## config.mk

```make
export PLATFORM = sky130hd
export DESIGN_NAME = uart_rx_2x_oversample_fifo
export DESIGN_NICKNAME = d
export VERILOG_FILES = /design/src/design/urxfifo_pkg.sv /design/src/design/urxfifo_ram.sv /design/src/design/urxfifo_core.sv /design/src/design/uart_rx_2x_oversample_fifo.sv
export SDC_FILE = /design/constraint.sdc
export NUM_CORES = 1
export LEC_CHECK = 0
export ABC_CLOCK_PERIOD_IN_PS = 3160
export BUFFER_PORTS_ARGS = -buffer_cell sky130_fd_sc_hd__buf_4
export CORE_ASPECT_RATIO = 1.75
export CORE_MARGIN = 5
export CORE_UTILIZATION = 54
export DETAILED_ROUTE_END_ITERATION = 7
export PLACE_DENSITY = 0.8
export SKIP_LAST_GASP = 1
export SLEW_MARGIN = 20
export SYNTH_ARGS = -nofsm -noshare
export SYNTH_HDL_FRONTEND = slang
export SYNTH_HIERARCHICAL = 1
export SYNTH_SLANG_ARGS = --single-unit
```

## constraint.sdc

```tcl
create_clock -name clk_i -period 3.16 [get_ports clk_i]
set_input_delay 0.316 -clock clk_i [delete_from_list [all_inputs] [get_ports clk_i]]
set_output_delay 0.316 -clock clk_i [all_outputs]
set_load 0.05 [all_outputs]
```

## src/design/urxfifo_pkg.sv

```systemverilog
// urxfifo_pkg: shared types and constants for the 2x-oversampled UART receiver with FIFO.
// Used by urxfifo_core and the top level uart_rx_2x_oversample_fifo.
// No dependencies.
`timescale 1ns / 1ps

package urxfifo_pkg;

  // Field widths
  localparam int unsigned DATA_W  = 8;
  localparam int unsigned FILL_W  = 5;
  localparam int unsigned PHASE_W = 5;

  // Default FIFO depth for the top-level parameter
  localparam int unsigned FIFO_DEPTH_DEF = 32;

  // Receive phases of interest
  localparam logic [PHASE_W-1:0] PHASE_IDLE       = 5'd0;
  localparam logic [PHASE_W-1:0] PHASE_START_LATE = 5'd1;
  localparam logic [PHASE_W-1:0] PHASE_FIRST_BIT  = 5'd2;
  localparam logic [PHASE_W-1:0] PHASE_STORE      = 5'd18;
  localparam logic [PHASE_W-1:0] PHASE_COMMIT     = 5'd19;

  // Item actions
  localparam logic ACT_TICK = 1'b0;
  localparam logic ACT_READ = 1'b1;

  // Register port
  localparam int unsigned PADDR_W = 3;
  localparam int unsigned PDATA_W = 32;
  localparam logic [PADDR_W-1:0] ADDR_RX_ENABLE = 3'd0;
  localparam logic RX_ENABLE_RST = 1'b1;

  // Input word
  typedef struct packed {
    logic action;
    logic rx_level;
  } in_word_t;

  // Result word
  typedef struct packed {
    logic [DATA_W-1:0] data_byte;
    logic [FILL_W-1:0] fill_count;
    logic              byte_received;
  } out_word_t;

endpackage

```

## src/design/urxfifo_ram.sv

```systemverilog
// urxfifo_ram: generic single-write, single-read RAM with registered read data.
// Read-first: a read and write to the same address in one cycle return the old data.
// No dependencies.
`timescale 1ns / 1ps

module urxfifo_ram #(
  parameter int unsigned WIDTH = 8,
  parameter int unsigned DEPTH = 32
) (
  input  logic                     clk_i,
  input  logic                     we_i,
  input  logic [$clog2(DEPTH)-1:0] waddr_i,
  input  logic [WIDTH-1:0]         wdata_i,
  input  logic                     re_i,
  input  logic [$clog2(DEPTH)-1:0] raddr_i,
  output logic [WIDTH-1:0]         rdata_o
);

  logic [WIDTH-1:0] mem_q [DEPTH];
  logic [WIDTH-1:0] rdata_q;

  // Storage write and registered read
  always_ff @(posedge clk_i) begin
    if (we_i) begin
      mem_q[waddr_i] <= wdata_i;
    end
    if (re_i) begin
      rdata_q <= mem_q[raddr_i];
    end
  end

  assign rdata_o = rdata_q;

endmodule

```

## src/design/urxfifo_core.sv

```systemverilog
// urxfifo_core: receive phase machine, shift byte, FIFO pointers, valid bits and store.
// Registers one result word per accepted item; the head byte comes from urxfifo_ram.
// Depends on urxfifo_pkg and urxfifo_ram.
`timescale 1ns / 1ps

module urxfifo_core
  import urxfifo_pkg::*;
#(
  parameter int unsigned FIFO_DEPTH = FIFO_DEPTH_DEF
) (
  input  logic      clk_i,
  input  logic      rst_ni,
  input  logic      step_i,
  input  logic      rx_enable_i,
  input  in_word_t  in_word_i,
  output out_word_t res_o
);

  localparam int unsigned PTR_W = $clog2(FIFO_DEPTH);
  localparam int unsigned EXT_W = (PTR_W > FILL_W) ? PTR_W : FILL_W;
  localparam logic [PTR_W-1:0] PTR_LAST = PTR_W'(FIFO_DEPTH - 1);

  logic [PHASE_W-1:0]    phase_q, phase_d;
  logic [DATA_W-1:0]     shift_q, shift_d;
  logic [PTR_W-1:0]      wr_ptr_q, wr_ptr_d;
  logic [PTR_W-1:0]      rd_ptr_q, rd_ptr_d;
  logic [FIFO_DEPTH-1:0] vld_q, vld_d;

  logic                  active;
  logic                  is_tick;
  logic                  store_we;
  logic                  done;
  logic [PTR_W:0]        diff;
  logic [EXT_W-1:0]      fill_ext;
  logic [DATA_W-1:0]     head_raw;

  // Result-stage registers
  logic                  item_en_q;
  logic                  head_vld_q;
  logic [FILL_W-1:0]     fill_q;
  logic                  done_q;

  assign active   = step_i & rx_enable_i;
  assign is_tick  = (in_word_i.action == ACT_TICK);
  assign store_we = active & is_tick & (phase_q == PHASE_STORE);

  // Receive machine and pointer updates
  always_comb begin
    phase_d  = phase_q;
    shift_d  = shift_q;
    wr_ptr_d = wr_ptr_q;
    rd_ptr_d = rd_ptr_q;
    vld_d    = vld_q;
    done     = 1'b0;
    if (active) begin
      if (!is_tick) begin
        rd_ptr_d = (rd_ptr_q == PTR_LAST) ? '0 : rd_ptr_q + PTR_W'(1);
      end else if (phase_q == PHASE_IDLE) begin
        if (!in_word_i.rx_level) begin
          shift_d = '0;
          phase_d = PHASE_START_LATE;
        end
      end else if (phase_q == PHASE_START_LATE) begin
        phase_d = PHASE_FIRST_BIT;
      end else if (phase_q == PHASE_STORE) begin
        vld_d[wr_ptr_q] = 1'b1;
        phase_d         = PHASE_COMMIT;
      end else if (phase_q >= PHASE_COMMIT) begin
        wr_ptr_d = (wr_ptr_q == PTR_LAST) ? '0 : wr_ptr_q + PTR_W'(1);
        phase_d  = PHASE_IDLE;
        done     = 1'b1;
      end else begin
        // data bits sampled on even phases, LSB first
        if (!phase_q[0]) begin
          shift_d = {in_word_i.rx_level, shift_q[DATA_W-1:1]};
        end
        phase_d = phase_q + PHASE_W'(1);
      end
    end
  end

  // Fill level after this item, modulo depth
  always_comb begin
    diff = {1'b0, wr_ptr_d} - {1'b0, rd_ptr_d};
    if (wr_ptr_d < rd_ptr_d) begin
      diff = diff + (PTR_W + 1)'(FIFO_DEPTH);
    end
    fill_ext = EXT_W'(diff[PTR_W-1:0]);
  end

  // State registers
  always_ff @(posedge clk_i or negedge rst_ni) begin
    if (!rst_ni) begin
      phase_q  <= PHASE_IDLE;
      shift_q  <= '0;
      wr_ptr_q <= '0;
      rd_ptr_q <= '0;
      vld_q    <= '0;
    end else begin
      phase_q  <= phase_d;
      shift_q  <= shift_d;
      wr_ptr_q <= wr_ptr_d;
      rd_ptr_q <= rd_ptr_d;
      vld_q    <= vld_d;
    end
  end

  // Result stage, loaded with each accepted item
  always_ff @(posedge clk_i or negedge rst_ni) begin
    if (!rst_ni) begin
      item_en_q <= 1'b0;
    end else if (step_i) begin
      item_en_q <= rx_enable_i;
    end
  end

  always_ff @(posedge clk_i) begin
    if (step_i) begin
      head_vld_q <= vld_q[rd_ptr_q];
      fill_q     <= fill_ext[FILL_W-1:0];
      done_q     <= done;
    end
  end

  // FIFO store; read-first so the head reflects the state before the item
  urxfifo_ram #(
    .WIDTH (DATA_W),
    .DEPTH (FIFO_DEPTH)
  ) u_store (
    .clk_i   (clk_i),
    .we_i    (store_we),
    .waddr_i (wr_ptr_q),
    .wdata_i (shift_q),
    .re_i    (step_i),
    .raddr_i (rd_ptr_q),
    .rdata_o (head_raw)
  );

  // Never-written entries read as zero; disabled items give all zeros
  assign res_o.data_byte     = (item_en_q && head_vld_q) ? head_raw : '0;
  assign res_o.fill_count    = item_en_q ? fill_q : '0;
  assign res_o.byte_received = item_en_q & done_q;

  // Phase counter never runs past the commit phase
  a_phase_range: assert property (@(posedge clk_i) disable iff (!rst_ni)
    phase_q <= PHASE_COMMIT)
    else $error("receive phase out of range");

  // A commit tick reports a received byte
  a_commit_done: assert property (@(posedge clk_i) disable iff (!rst_ni)
    active && is_tick && phase_q == PHASE_COMMIT |=> res_o.byte_received)
    else $error("commit tick without byte_received");

  // A disabled item changes no pointer and no receive phase
  a_disabled_hold: assert property (@(posedge clk_i) disable iff (!rst_ni)
    step_i && !rx_enable_i |=> $stable(wr_ptr_q) && $stable(rd_ptr_q) && $stable(phase_q))
    else $error("disabled item changed receiver state");

endmodule

```

## src/design/uart_rx_2x_oversample_fifo.sv

```systemverilog
// UART 8N1 receiver sampled at twice the baud rate, with a ring FIFO.
//
// Input channel (in_valid_i / in_ready_o / in_word_i): each word is either a
// sampling tick (action 0) carrying the receive line level, or a read (action 1)
// that pops the head byte. Output channel (out_valid_o / out_ready_i /
// out_word_o): exactly one result word per input word, in order: head byte
// before the item, fill count after it, and a flag for a completed frame.
// Register rx_enable at APB address 0 (reset 1); at 0 results are all zero and
// the receiver state holds. Write it only while the block is idle.
//
// The result stage (registered store read and result fields) loads at the
// accepting edge, then the output register loads from it and drives out_valid_o.
// Throughput: one word per cycle while in_ready_o is high.
// Reset clears the phase machine, pointers and per-entry valid bits; unwritten
// entries read as zero. When the output stalls, the output register and the
// result stage behind it fill, and in_ready_o drops only once both are full.
// Depends on urxfifo_pkg and urxfifo_core.
`timescale 1ns / 1ps

module uart_rx_2x_oversample_fifo
  import urxfifo_pkg::*;
#(
  parameter int unsigned FIFO_DEPTH = FIFO_DEPTH_DEF
) (
  input  logic               clk_i,
  input  logic               rst_ni,
  // input channel
  input  logic               in_valid_i,
  output logic               in_ready_o,
  input  in_word_t           in_word_i,
  // output channel
  output logic               out_valid_o,
  input  logic               out_ready_i,
  output out_word_t          out_word_o,
  // register port
  input  logic               psel,
  input  logic               penable,
  input  logic               pwrite,
  input  logic [PADDR_W-1:0] paddr,
  input  logic [PDATA_W-1:0] pwdata,
  output logic [PDATA_W-1:0] prdata,
  output logic               pready
);

  logic      rx_enable_q;
  logic      accept;
  logic      out_take;
  logic      s1_vld_q, s1_vld_d;
  logic      out_vld_q;
  out_word_t out_word_q;
  out_word_t s1_word;

  // Register port
  assign pready = 1'b1;
  assign prdata = (paddr == ADDR_RX_ENABLE) ? PDATA_W'(rx_enable_q) : '0;

  always_ff @(posedge clk_i or negedge rst_ni) begin
    if (!rst_ni) begin
      rx_enable_q <= RX_ENABLE_RST;
    end else if (psel && penable && pwrite && pready && paddr == ADDR_RX_ENABLE) begin
      rx_enable_q <= pwdata[0];
    end
  end

  // Handshake: output register frees the result stage, which frees the input
  assign out_take   = !out_vld_q || out_ready_i;
  assign in_ready_o = !s1_vld_q || out_take;
  assign accept     = in_valid_i && in_ready_o;

  always_comb begin
    s1_vld_d = s1_vld_q;
    if (accept) begin
      s1_vld_d = 1'b1;
    end else if (out_take) begin
      s1_vld_d = 1'b0;
    end
  end

  always_ff @(posedge clk_i or negedge rst_ni) begin
    if (!rst_ni) begin
      s1_vld_q  <= 1'b0;
      out_vld_q <= 1'b0;
    end else begin
      s1_vld_q <= s1_vld_d;
      if (out_take) begin
        out_vld_q <= s1_vld_q;
      end
    end
  end

  // Output word register
  always_ff @(posedge clk_i) begin
    if (out_take && s1_vld_q) begin
      out_word_q <= s1_word;
    end
  end

  urxfifo_core #(
    .FIFO_DEPTH (FIFO_DEPTH)
  ) u_core (
    .clk_i       (clk_i),
    .rst_ni      (rst_ni),
    .step_i      (accept),
    .rx_enable_i (rx_enable_q),
    .in_word_i   (in_word_i),
    .res_o       (s1_word)
  );

  assign out_valid_o = out_vld_q;
  assign out_word_o  = out_word_q;

  // Every accepted word lands in the result stage
  a_accept_s1: assert property (@(posedge clk_i) disable iff (!rst_ni)
    accept |=> s1_vld_q)
    else $error("accepted word missing from result stage");

  // A stalled result stage keeps its word intact
  a_s1_hold: assert property (@(posedge clk_i) disable iff (!rst_ni)
    s1_vld_q && !out_take |=> s1_vld_q && $stable(s1_word))
    else $error("stalled result stage lost its word");

  // Output drains when taken with nothing behind it
  a_out_drain: assert property (@(posedge clk_i) disable iff (!rst_ni)
    out_vld_q && out_ready_i && !s1_vld_q |=> !out_valid_o)
    else $error("result word repeated");

endmodule

```

**Word-level counts from Yosys, hierarchy flattened**

Memories as Yosys holds them, arrays and structs flattened. A register that Yosys moved wholly into a read port is not among the register bits.
Cells that the tools add are included.

- Equal/unequal tests: 9
- Multiplexer cells: 32
- Bitwise gates (word level): 9
- Reduce and logical (&&, ||, !) cells: 18
- Add/sub/neg operators: 5
- Magnitude comparators: 5

Operators with widths:

| cell | number |
|---|---|
| two-way mux 5 bit | 16 |
| two-way mux 8 bit | 6 |
| OR 32 bit | 1 |
| adder 5 x 1 -> 5 bit, second input constant | 4 |
| == test 5 bit, second input constant | 3 |
| less-than comparator 5 x 6 -> 1 bit, second input constant | 2 |
| two-way mux 1 bit | 8 |
| logical AND 1 bit | 7 |
| AND reduction 7 bit | 1 |
| inequality test 2 x 1 -> 1 bit, second input constant | 3 |
| binary-select mux 1 bit (select 5 bit) | 1 |
| demux 1 bit (select 5 bit) | 1 |
| == test 5 x 1 -> 1 bit, second input constant | 1 |
| >= comparator 5 x 1 -> 1 bit, second input constant | 1 |
| >= comparator 5 bit, second input constant | 1 |
| logical NOT 5 bit | 1 |
| less-than comparator 5 bit | 1 |
| AND reduction 5 bit | 1 |
| OR reduction 5 bit | 1 |
| subtractor 5 bit | 1 |
| bitwise AND 1 bit | 4 |
| inequality test 2 bit, second input constant | 2 |
| inverter 1 bit | 4 |
| logical NOT 3 bit | 1 |
| 4 further kinds | 6 |

- Memory bits (writable): 256
- Output and inout bits: 49
- Input port bits: 44
- Flip-flop bits (word level): 80
- Memories: 1

Memory list:

| name | depth | width | read ports | clocked after Yosys merged registers in | write ports | RTL line | source |
|---|---|---|---|---|---|---|---|
| u_core.u_store.mem_q | 32 | 8 | 1 | 1 | 1 | urxfifo_ram.sv:19 | `logic [WIDTH-1:0] mem_q [DEPTH];` |

**Longest topological paths before layout**

Gate-level depths: netlist of run 1.

- Word-level depth: 11
- Gate-level depth with buffers: 15
- Depth with buffers taken out: 14

**By module**

Netlist of run 1, hierarchy kept.

Modules (own cells, without submodules):

| module | sequential area each (um^2) | times used | area each (um^2) | cells each |
|---|---|---|---|---|
| urxfifo_ram | 7927.6 | 1 | 10133.5 | 417 |
| urxfifo_core | 1611.5 | 1 | 3180.6 | 263 |
| uart_rx_2x_oversample_fifo | 496.7 | 1 | 818.3 | 61 |

**Worst setup path after synthesis of run 1**

Ideal clock, no wire load.

- Path type: register to register
- Start: reg out_vld_q, in the netlist out_valid_o
- End: reg u_core.fill_q[4] (data pin)
- Buffers on the path: 1
- Period minus slack after synthesis: 4.018 ns
- Arrival: 3.760 ns
- Slack: -0.858 ns
- Stages on the path, launching flop included: 13
- Cell sequence: dfrtp_1 > nand3b_1 > and2_1 > and3b_1 > o21ai_1 > or3_1 > buf_6 > mux2_2 > fa_1 > a21o_1 > a21oi_1 > xnor2_1 > xnor2_1

- Word-level cells in the longest chain between the ends: 9

Ends and longest elaborated chain:

| element | RTL line | source |
|---|---|---|
| from (decl) | uart_rx_2x_oversample_fifo.sv:49 | `logic out_vld_q;` |
| from (signal assigned) | uart_rx_2x_oversample_fifo.sv:86 | `out_vld_q <= s1_vld_q;` |
| logical NOT 1 bit * | uart_rx_2x_oversample_fifo.sv:66 | `assign out_take = !out_vld_q \|\| out_ready_i;` |
| logical OR 1 bit * | uart_rx_2x_oversample_fifo.sv:66 |  |
| logical OR 1 bit * | uart_rx_2x_oversample_fifo.sv:67 | `assign in_ready_o = !s1_vld_q \|\| out_take;` |
| named net in_ready_o | uart_rx_2x_oversample_fifo.sv:29 | `output logic in_ready_o,` |
| logical AND 1 bit * | uart_rx_2x_oversample_fifo.sv:68 | `assign accept = in_valid_i && in_ready_o;` |
| named net accept | uart_rx_2x_oversample_fifo.sv:46 | `logic accept;` |
| bitwise AND 1 bit * | urxfifo_core.sv:43 | `assign active = step_i & rx_enable_i;` |
| two-way mux 5 bit * | urxfifo_core.sv:55 | `if (active) begin` |
| named net u_core.wr_ptr_d[1] | urxfifo_core.sv:25 | `logic [PTR_W-1:0] wr_ptr_q, wr_ptr_d;` |
| subtractor 5 bit | urxfifo_core.sv:84 | `diff = {1'b0, wr_ptr_d} - {1'b0, rd_ptr_d};` |
| adder 5 x 1 -> 5 bit | urxfifo_core.sv:86 | `diff = diff + (PTR_W + 1)'(FIFO_DEPTH);` |
| two-way mux 5 bit * | urxfifo_core.sv:85 | `if (wr_ptr_d < rd_ptr_d) begin` |
| named net u_core.diff[4] | urxfifo_core.sv:33 | `logic [PTR_W:0] diff;` |
| to (signal assigned) | urxfifo_core.sv:120 | `fill_q <= fill_ext[FILL_W-1:0];` |
| to (decl) | urxfifo_core.sv:40 | `logic [FILL_W-1:0] fill_q;` |

The timed path passes the listed nets; every way through them passes the cells marked *.
A chain may end at the register's enable or synchronous reset.

**Final worst setup path of run 1**

- Start: reg out_vld_q, in the netlist out_valid_o
- End: reg u_core.fill_q[4] (data pin)

- Word-level cells in the longest chain between the ends: 9

Ends and longest elaborated chain:

| element | RTL line |
|---|---|
| logical NOT 1 bit * | uart_rx_2x_oversample_fifo.sv:66 |
| logical OR 1 bit * | uart_rx_2x_oversample_fifo.sv:66 |
| logical OR 1 bit * | uart_rx_2x_oversample_fifo.sv:67 |
| logical AND 1 bit * | uart_rx_2x_oversample_fifo.sv:68 |
| named net accept | uart_rx_2x_oversample_fifo.sv:46 |
| bitwise AND 1 bit * | urxfifo_core.sv:43 |
| two-way mux 5 bit * | urxfifo_core.sv:55 |
| named net u_core.wr_ptr_d[2] | urxfifo_core.sv:25 |
| subtractor 5 bit | urxfifo_core.sv:84 |
| adder 5 x 1 -> 5 bit | urxfifo_core.sv:86 |
| two-way mux 5 bit * | urxfifo_core.sv:85 |
| named net u_core.diff[4] | urxfifo_core.sv:33 |

Marked as above.

==> results of run 1 <==
-- layout make-up --
class / instances / area [um^2]
flip-flops and latches: 344 / 10100
fillers: 1676 / 9870
multi-input cells: 354 / 3850
clock buffers: 32 / 734
repair buffers: 86 / 678
well taps: 320 / 400
clock inverters: 16 / 231
inverters: 12 / 45.0
-- where the power goes --
part	leakage (nW)	switching (mW)	total [mW]	internal (mW)
combinational	1.77	1.08	2.02	0.933
clock	0.480	1.48	3.63	2.15
sequential	3.42	0.220	5.40	5.18
total	5.67	2.79	11.1	8.26
-- per-stage QoR --
stage               power [mW]  TNS, ns
floorplan                 7.02   -0.807
global placement          7.47        0
detailed placement        7.53        0
CTS                       11.1        0
global route              11.5        0
finish                    11.1        0
-- worst max-delay path: cells and delay by family (launching register included) --
kind / cells / cell delay (ns)
fa+ha+maj: 1 / 0.30
flops: 1 / 0.42
xor+xnor: 2 / 0.23
compound gates: 4 / 0.68
simple gates: 5 / 1.11
-- cells in the final DEF (no fill, tap or decap), types with 4 or more instances in the layout --
master	n
mux2i_1	5
nand3_1	9
o21ai_0	10
a21oi_1	6
a31oi_1	4
dfrtp_1	48
a21o_1	12
and2_1	7
ha_1	14
o21bai_1	24
mux2_2	11
clkinv_2	8
nor2_4	8
clkbuf_16	27
nor2_1	32
nand2b_1	5
nand2_1	11
clkbuf_8	4
mux4_2	89
buf_4	81
a22o_1	7
conb_1	32
and3_1	10
inv_1	11
edfxtp_1	285
bufinv_16	6
dfrtp_2	9
nand3b_1	10
or3b_2	5
-- per-layer routing --
layer  vias up  GRT usage, %
li1       3050             -
met1      3597          21.6
met5         -             0
met3        56          1.87
met2       249          36.1
met4         0          7.50
-- logic make-up (layout without fill, tap and decap cells) --
group / after synthesis / count (layout) / share of synthesized area, %
AOI/OAI and AO/OA: 78 / 78 / 3.90
other: 2 / 32 / 0.0531
muxes: 107 / 107 / 15.6
adders and majority gates: 16 / 16 / 1.47
and+or+nand+nor: 117 / 117 / 4.57
DFF: 344 / 344 / 71.0
buffers and inverters: 73 / 146 / 3.15
xor gates and xnor gates: 4 / 4 / 0.248
-- timing repair --
action | CTS | global route
gates resized for setup | 0 | 5
hold buffers | 3 | 0
endpoints found under the setup margin | 0 | 1
hold endpoints to repair | 60 | 0
buffers inserted | 0 | 2
-- final timing paths --
kind | end | startpoint | slack [ns]
setup / recovery | u_core/fill_q[4] | out_valid_o | 0.18
hold / removal | u_core/shift_q[7] | in_word_i[0] | 0.03
setup reg to reg | u_core/fill_q[4] | out_valid_o | 0.18
hold reg to reg | u_core/vld_q[21] | u_core/vld_q[21] | 0.45
max in group asynchronous | u_core/rd_ptr_q[0] | rst_ni | 2.22
min in group asynchronous | u_core/phase_q[2] | rst_ni | 0.36
-- registers in the layout, summed over array words and instances, names as in the netlist --
signal,cells
out_word_o,14
u_core/u_store/mem_q,256
out_valid_o,1
rx_enable_q,1
u_core/wr_ptr_q,5
u_core/item_en_q,1
s1_vld_q,1
u_core/head_vld_q,1
u_core/fill_q,5
u_core/rd_ptr_q,5
u_core/phase_q,5
u_core/done_q,1
u_core/shift_q,8
u_core/u_store/rdata_o,8
u_core/vld_q,32
==> impl_metrics.json, run 1 <==
{
  "cp_max_fo": 5,
  "numPortBuffers": 29,
  "setup-violations-final": 0,
  "met1_length_um": 9530,
  "grt_setup_unrepaired": "false",
  "hpwl_um": 18100,
  "floorplan.initialDensity_pct": 54.6,
  "final.setup.worst_slack_ns": 0.181,
  "syn_area_per_cell_um2": 19.1,
  "hp-class": "in2reg",
  "clkTransAtPathRegs_ns": 0.07,
  "clockBufferDepth": 3,
  "worstPathArrival_ns": 3.27,
  "grt_pass1_vias": 7237,
  "setup.worst_path.start_class": "flop",
  "place_area_mm2": 0.0150,
  "dieArea_mm2": 0.0296,
  "slew_violations": 0,
  "max-vdd-ir-drop_mv": 0.723,
  "firstDrtPassIters": 5,
  "drc": 0,
  "synth_most_common_cell": "edfxtp_1",
  "timing.fmax_mhz": 336,
  "fin_util_pct": 61.8,
  "ant_nets": 0,
  "max_slew_margin_pct": 29.7,
  "fin_crit_sh_pct": 94.3,
  "fin_hold_ws_ns": 0.0335,
  "async_flop_share_pct": 17.2,
  "dr_wl_met3_um": 1330,
  "reg2regPathDepth": 12,
  "skew_ns": 0.0274,
  "insertion_delay_ns": 0.54,
  "track_usage_pct": 18.9,
  "die_x_um": 132,
  "syn-instance-count": 741,
  "row_count": 78,
  "synth-seq-cells": 344,
  "grt_remaining_overflow": 0,
  "drive_above_1_share_pct": 32.1,
  "crit_chain": "nand3b_1 -> and2_4 -> and3b_1 -> o21ai_2 -> or3_4 -> or2_4 -> o21ai_1 -> ha_1 -> a21o_1 -> a21oi_2 -> xnor2_1 -> xnor2_1",
  "cp.required_ns": 3.45,
  "wl_per_cell_um": 24.0,
  "syn-cell-area_mm2": 0.0141,
  "core-area_mm2": 0.0259,
  "wl_um": 27900,
  "critPathSlowestCell": "dfrtp_2",
  "fin_area_mm2": 0.0160,
  "area_growth_pct": 13.1,
  "cpMostUsedCell": "xnor2_1",
  "synth_flop_cell": "edfxtp_1",
  "cts-buffers-inserted": 27,
  "clock-sinks": 344,
  "dp_slack_ns": 0.0847,
  "cpPeakStageDelay_ns": 0.42,
  "placed_cells": 1111,
  "grt_pass1_wl_um": 42800,
  "seq_area_frac_synth_pct": 71.0,
  "holdPathStages": 3,
  "antenna-diode-count": 0,
  "endpoint_kind": "flop",
  "cts-htree-levels": 1,
  "synth_edf_count": 285,
  "via_per_inst": 5.97,
  "synth_area_leaders": "edfxtp_1 (61%), mux4_2 (14%), dfrtp_1 (10%), buf_4 (2.1%), ha_1 (1.3%)",
  "yosys_warnings": 6,
  "grt_start_max_net_pins": 77,
  "num-nets-final": 885,
  "finalCriticalPeriod_ns": 2.98,
  "ys_types": 54,
  "highest-signal-layer": "met4",
  "synth_top_area_share_pct": 60.6,
  "status": "finished clean",
  "wl_met2_um": 15900,
  "synth_top_area_cell": "edfxtp_1",
  "p_leak_nw": 5.67,
  "gp_congestion": 0.805,
  "final_hold_viol_count": 0,
  "die_y_um": 224,
  "path_class": "reg2reg",
  "tightest_slew_ns": 1.05,
  "power.density_mw_per_mm2": 691,
  "antenna_found_initial": 1,
  "dr.first_iter.drc_count": 578,
  "fin_cells": 1164,
  "synth_common_cells": "edfxtp_1 (285), mux4_2 (89), dfrtp_1 (58), nor2_1 (40), buf_4 (39)",
  "cap_violations": 0,
  "vias": 6952,
  "cts_tree": "done",
  "pin_count": 93,
  "cts-root-buf": "clkbuf_16"
}
Note: power is estimated with default switching activity, not from simulation.
==> run 2: changes to the inputs <==
SYNTH_HIERARCHICAL = not set   (was 1)
==> run 2 against run 1 <==
Hold slack lost 0.0069 ns. Clock power barely moved. Core utilization about the same. Critical path type unchanged.
==> impl_metrics.json, run 2 <==
{
  "status": "finished clean",
  "power.total_mw": 10.4,
  "grt_start_max_net_pins": 76,
  "synth_common_cells": "edfxtp_1 (285), mux4_2 (90), dfrtp_1 (58), nor2_1 (45), or2_1 (33)",
  "endpoint_kind": "flop",
  "path_class": "reg2reg",
  "wl_um": 29600,
  "clock-sinks": 344,
  "grt_remaining_overflow": 0,
  "pin_count": 93,
  "max-vdd-ir-drop_mv": 0.434,
  "swShare_pct": 24.8,
  "p_switching_mw": 2.57,
  "synth_area_leaders": "edfxtp_1 (61%), mux4_2 (15%), dfrtp_1 (10%), buf_4 (1.7%), or2_1 (1.5%)",
  "syn-cell-area_mm2": 0.0139,
  "setup-violations-final": 0,
  "final_cell_mix": "edfxtp_1 (285), mux4_2 (90), buf_4 (74)",
  "antenna_found_initial": 0,
  "die_y_um": 223,
  "clockPowerShare_pct": 34.7,
  "floorplan.initialDensity_pct": 55.0,
  "hp-class": "in2reg",
  "fin_crit_sh_pct": 95.9,
  "p_leak_nw": 5.68,
  "cpPeakStageDelay_ns": 0.39,
  "synth-seq-cells": 344,
  "slew_violations": 0,
  "cp.required_ns": 3.46,
  "synth_most_common_cell": "edfxtp_1",
  "crit_chain": "inv_1 -> ha_1 -> nand4bb_1 -> nand3b_1 -> or3_4 -> mux2i_2 -> inv_1 -> ha_2 -> fa_2 -> inv_1 -> a21o_1 -> a21oi_1 -> xnor2_1 -> xnor2_1",
  "synth_edf_count": 285,
  "syn_area_per_cell_um2": 19.3,
  "cts-root-buf": "clkbuf_16",
  "grt_pass1_vias": 7411,
  "critPathSlowestCell": "dfrtp_1",
  "die_x_um": 131,
  "track_usage_pct": 20.3,
  "combPwrFrac_pct": 15.5,
  "syn-instance-count": 722,
  "cp_max_fo": 4,
  "dr.first_iter.drc_count": 702,
  "async_flop_share_pct": 17.2,
  "cpMostUsedCell": "inv_1",
  "timing.fmax_mhz": 330,
  "num-nets-final": 861,
  "p_int_mw": 7.80,
  "synth_flop_cell": "edfxtp_1",
  "clkTransAtPathRegs_ns": 0.07,
  "wl_per_cell_um": 26.1,
  "largest_register_ffs": 256,
  "vias": 6896,
  "seq_power_share_pct": 49.7,
  "final_hold_viol_count": 0,
  "numPortBuffers": 29,
  "skew_ns": 0.0148,
  "synth_top_area_cell": "edfxtp_1",
  "grt_pass1_wl_um": 45300,
  "ant_nets": 0,
  "ys_types": 48,
  "cts_tree": "done",
  "gp_congestion": 0.845,
  "finalCriticalPeriod_ns": 3.03,
  "finalSetupTns_ns": 0,
  "tightest_slew_ns": 1.05,
  "setup.worst_path.start_class": "flop",
  "worstPathArrival_ns": 3.33,
  "synth_top_area_share_pct": 61.4,
  "core-area_mm2": 0.0253,
  "cts-buffers-inserted": 27,
  "dieArea_mm2": 0.0293,
  "largest_register": "u_core.u_store.mem_q",
  "drc": 0,
  "fill_cells": 1685,
  "insertion_delay_ns": 0.55,
  "firstDrtPassIters": 5,
  "hpwl_um": 19000,
  "cts-htree-levels": 1,
  "drive_above_1_share_pct": 29.4,
  "clockBufferDepth": 3,
  "max_slew_margin_pct": 30.1,
  "cap_violations": 0,
  "seq_area_frac_synth_pct": 72.0,
  "antenna-diode-count": 0,
  "via_per_inst": 6.07,
  "power.density_mw_per_mm2": 662,
  "row_count": 77,
  "yosys_warnings": 0,
  "final_common_cell": "edfxtp_1",
  "area_growth_pct": 12.4
}
## run 2: changes by cell type after synthesis, moves of 4 or more
cell,before,now
o21ai_0,12,7
a21oi_1,7,3
nand3_1,9,5
o21bai_1,24,1
nand3b_1,10,5
nor2_1,40,45
or3b_2,5,1
buf_4,39,32
clkbuf_1,13,18
or2_1,1,33
a21o_1,12,3
## run 2: final timing paths
check                      depth (start not counted)                 end         startpoint  slack, ns
setup / recovery                                  14    u_core.fill_q[4]  u_core.phase_q[0]       0.13
min in group asynchronous                          2   u_core.phase_q[2]             rst_ni       0.40
max in group asynchronous                          2  u_core.rd_ptr_q[0]             rst_ni       2.11
hold reg to reg                                    1     u_core.vld_q[4]    u_core.vld_q[4]       0.46
hold / removal                                     2   u_core.shift_q[7]       in_word_i[0]       0.03
setup reg to reg                                  14    u_core.fill_q[4]  u_core.phase_q[0]       0.13
## run 2: through the flow
step | hold slack [ns] | cells | utilization, % | instance area (um^2) | worst slack [ns]
after floorplan | 0.0204 | 752 | - | 14100 | 0.0897
after global placement | 0.437 | 1083 | 57.8 | 14600 | 0.145
after detailed placement | 0.447 | 1083 | 57.8 | 14600 | 0.0333
after CTS | 0.0102 | 1136 | 61.7 | 15600 | 0.0418
after global routing | 0.0126 | 1137 | 61.8 | 15700 | -0.0209
final | 0.0265 | 1137 | 61.8 | 15700 | 0.130
## run 2: layer usage
metal / wire [um] / vias up / GRT usage, %
li1: - / 2935 / -
met1: 9970 / 3580 / 22.8
met2: 16300 / 291 / 37.2
met3: 1460 / 90 / 2.31
met4: 1860 / 0 / 11.4
met5: 0 / - / 0
## run 2: repair_timing
item,in CTS,in global routing
buffers inserted,1,1
hold endpoints to repair,60,0
gates resized for setup,0,6
setup endpoints to repair,1,1
gates cloned,0,0
hold buffers,3,0
pin swaps,0,2
## run 2: logic make-up (layout without fill, tap and decap cells)
group	count (synthesis)	in the layout	synth area share, %
AOI/OAI and AO/OA	35	35	1.81
other	2	32	0.0539
xor gates and xnor gates	4	4	0.251
DFF	344	344	72.0
and+or+nand+nor	139	139	5.27
adders and majority gates	16	16	1.49
buffers and inverters	74	143	3.19
muxes	108	108	15.9
## run 2: worst max-delay path, delay by kind of cell (launching register included)
kind / cells / cell delay [ns]
AO/OA/AOI/OAI: 2 / 0.17
XOR/XNOR: 2 / 0.26
adder cells (fa/ha/maj): 3 / 0.81
buffers and inverters: 3 / 0.25
flip-flops: 1 / 0.39
multiplexers: 1 / 0.19
AND/OR/NAND/NOR: 3 / 0.70
## run 2: layout make-up
type                    instances  area, um^2  area share, %
well taps                     316         395           2.52
multi-input cells             334        3590           22.9
clock inverters                17         244           1.56
inverters                      15        56.3          0.359
clock buffers                  32         704           4.50
repair buffers                 79         626           3.99
flip-flops and latches        344       10000           64.1
## run 2: power by group through the flow
stage | registers [mW] | clock network, mW | logic (mW)
after global routing | 5.16 | 3.85 | 1.75
after CTS | 5.15 | 3.65 | 1.63
final | 5.15 | 3.60 | 1.61
after floorplan | 5.26 | 0 | 1.28
after global placement | 5.23 | 0 | 1.54
after detailed placement | 5.25 | 0 | 1.60
==> run 3: changes to the inputs <==
ABC_CLOCK_PERIOD_IN_PS = 2500   (was 3160)
CORE_UTILIZATION = 50   (was 54)
PLACE_DENSITY = 0.75   (was 0.8)
clock period = 2.5 ns   (was 3.16 ns; I/O delays follow)
==> run 3 against run 2 <==
The flow now finishes with violations (setup timing). Critical endpoint unchanged. Largest cell class unchanged. Via count increased by 2.7%. Global-route usage shrank 0.56 points. Power rose by 34%. Worst setup slack got worse by 0.52 ns. First-iteration DRC count is 21% lower. Critical path depth down 1.
==> impl_metrics.json, run 3 (synthesis gave the netlist of run 2 again) <==
{
  "reg2reg_from": "u_core.wr_ptr_q[0]",
  "pin_count": 93,
  "grt_remaining_overflow": 0,
  "worst-r2r-setup-slack_ns": -0.39,
  "p_leak_nw": 6.09,
  "critPathSlowestCell": "dfrtp_1",
  "largest_register": "u_core.u_store.mem_q",
  "reg2regPathDepth": 13,
  "endpoint_kind": "flop",
  "final.setup.worst_slack_ns": -0.393,
  "antenna_found_initial": 0,
  "crit_buf_inv": 2,
  "wl_um": 30800,
  "power.total_mw": 13.8,
  "dp_slack_ns": -0.353,
  "hp-class": "in2reg",
  "cts-buffers-inserted": 28,
  "holdPathStages": 3,
  "cap_violations": 0,
  "hpwl_um": 18800,
  "final_hold_viol_count": 0,
  "p_switching_mw": 3.57,
  "finalSetupTns_ns": -1.02,
  "setup-violations-final": 5,
  "max-vdd-ir-drop_mv": 0.629,
  "antenna-diode-count": 0,
  "cp_max_fo": 2,
  "final_cell_mix": "edfxtp_1 (285), buf_4 (128), mux4_2 (90)",
  "crit_chain": "ha_2 -> and3_4 -> ha_4 -> or3_4 -> mux2i_4 -> inv_2 -> ha_4 -> fa_2 -> inv_1 -> a21o_1 -> a21oi_1 -> xnor2_1 -> xnor2_1",
  "cts-htree-levels": 1,
  "clock-sinks": 344,
  "clockPowerShare_pct": 33.0,
  "row_count": 81,
  "cpPeakStageDelay_ns": 0.41,
  "ant_nets": 0,
  "die_y_um": 231,
  "clkTransAtPathRegs_ns": 0.07,
  "via_per_inst": 5.60,
  "combPwrFrac_pct": 20.5,
  "tightest_slew_ns": 0.809,
  "fin_cells": 1264,
  "grt_pass1_wl_um": 45800,
  "slew_violations": 0,
  "worstHoldStart": "penable",
  "gp_congestion": 0.876,
  "clockBufferDepth": 3,
  "placed_cells": 1188,
  "cts-root-buf": "clkbuf_16",
  "wl_per_cell_um": 24.3,
  "drive_above_1_share_pct": 35.6,
  "track_usage_pct": 19.7,
  "failed_checks": "setup timing",
  "r2r-end": "u_core.fill_q[4]",
  "power.density_mw_per_mm2": 838,
  "largest_register_ffs": 256,
  "status": "complete, but fails checks",
  "numPortBuffers": 29,
  "final_common_cell": "edfxtp_1",
  "vias": 7079,
  "skew_ns": 0.0186,
  "path_class": "reg2reg",
  "worstPathArrival_ns": 3.19,
  "timing.fmax_mhz": 346,
  "fin_area_mm2": 0.0165,
  "fin_crit_sh_pct": 116,
  "grt_start_max_net_pins": 65,
  "die_x_um": 136,
  "seq_power_share_pct": 46.5,
  "place_area_mm2": 0.0151,
  "hold_path_end": "rx_enable_q",
  "max_slew_margin_pct": 46.1,
  "floorplan.initialDensity_pct": 50.2,
  "fin_util_pct": 59.5,
  "dieArea_mm2": 0.0315,
  "insertion_delay_ns": 0.56,
  "finalCriticalPeriod_ns": 2.89,
  "cts_tree": "done",
  "fill_cells": 1961,
  "fin_hold_ws_ns": 0.0670,
  "area_growth_pct": 18.4,
  "swShare_pct": 25.8,
  "grt_setup_unrepaired": "true",
  "dr.first_iter.drc_count": 552,
  "setup.worst_path.start_class": "flop",
  "firstDrtPassIters": 6,
  "drc": 0,
  "grt_pass1_vias": 7503,
  "core-area_mm2": 0.0278,
  "cp_top_family": "adder cells",
  "num-nets-final": 929,
  "p_int_mw": 10.3,
  "cp.required_ns": 2.80
}
run 3: changes by cell type in the layout (fill, tap and decap cells not counted), moves of 4 or more:
cell | before | now
buf_16 | 0 | 5
buf_4 | 74 | 128
clkbuf_16 | 27 | 31
dfrtp_1 | 49 | 55
dfrtp_2 | 8 | 2
ha_1 | 13 | 9
inv_1 | 13 | 9
run 3: worst register-to-register path, delay by kind of cell, from the launching register on:
family | cells | cell delay [ns]
and+or+nand+nor | 2 | 0.58
buffers and inverters | 2 | 0.14
DFF | 1 | 0.41
adders and majority gates | 4 | 0.91
AOI/OAI and AO/OA | 2 | 0.17
muxes | 1 | 0.17
xor gates and xnor gates | 2 | 0.27
run 3: power groups by stage:
stage / sequential (mW) / clock (mW) / combinational, mW
finish: 6.44 / 4.57 / 2.84
detailed placement: 6.55 / 0 / 2.37
global route: 6.45 / 4.90 / 3.02
CTS: 6.44 / 4.64 / 2.71
floorplan: 6.65 / 0 / 1.62
global placement: 6.54 / 0 / 2.35
run 3: cell type report:
type                            count  area (um^2)  area share (%)
Multi-Input combinational cell    334         3680            22.3
Clock buffer                       30          729            4.42
Inverter                           15         63.8           0.386
Tap cell                          373          467            2.83
Sequential cell                   344        10000            60.8
Clock inverter                     22          234            1.42
Timing Repair Buffer              146         1290            7.83
run 3: worst max path at each step:
stage	slack (ns)	endpoint	depth (start not counted)	startpoint
2_1_floorplan	-0.32	u_core.fill_q[4]	13	out_valid_o
3_3_place_gp	-0.31	u_core.fill_q[4]	13	u_core.wr_ptr_q[0]
3_5_place_dp	-0.35	u_core.fill_q[4]	13	u_core.wr_ptr_q[0]
4_1_cts	-0.30	u_core.fill_q[4]	13	u_core.wr_ptr_q[0]
5_1_grt	-0.46	u_core.fill_q[4]	13	u_core.wr_ptr_q[0]
6_report	-0.39	u_core.fill_q[4]	13	u_core.wr_ptr_q[0]
run 3: what timing repair did:
item	CTS	global route
setup buffers	10	4
pin swaps	5	4
endpoints found under the setup margin	12	12
endpoints found under the hold margin	62	0
hold buffers	5	0
resized for setup	27	9
cloned	3	2
run 3: per-layer routing:
metal	routed length, um	global-route usage (%)	up-vias	part of all wire [%]
li1	-	-	3067	-
met1	10300	22.0	3674	33
met2	17500	37.3	265	57
met3	1490	2.35	73	4.9
met4	1490	8.32	0	4.9
met5	0	0	-	0
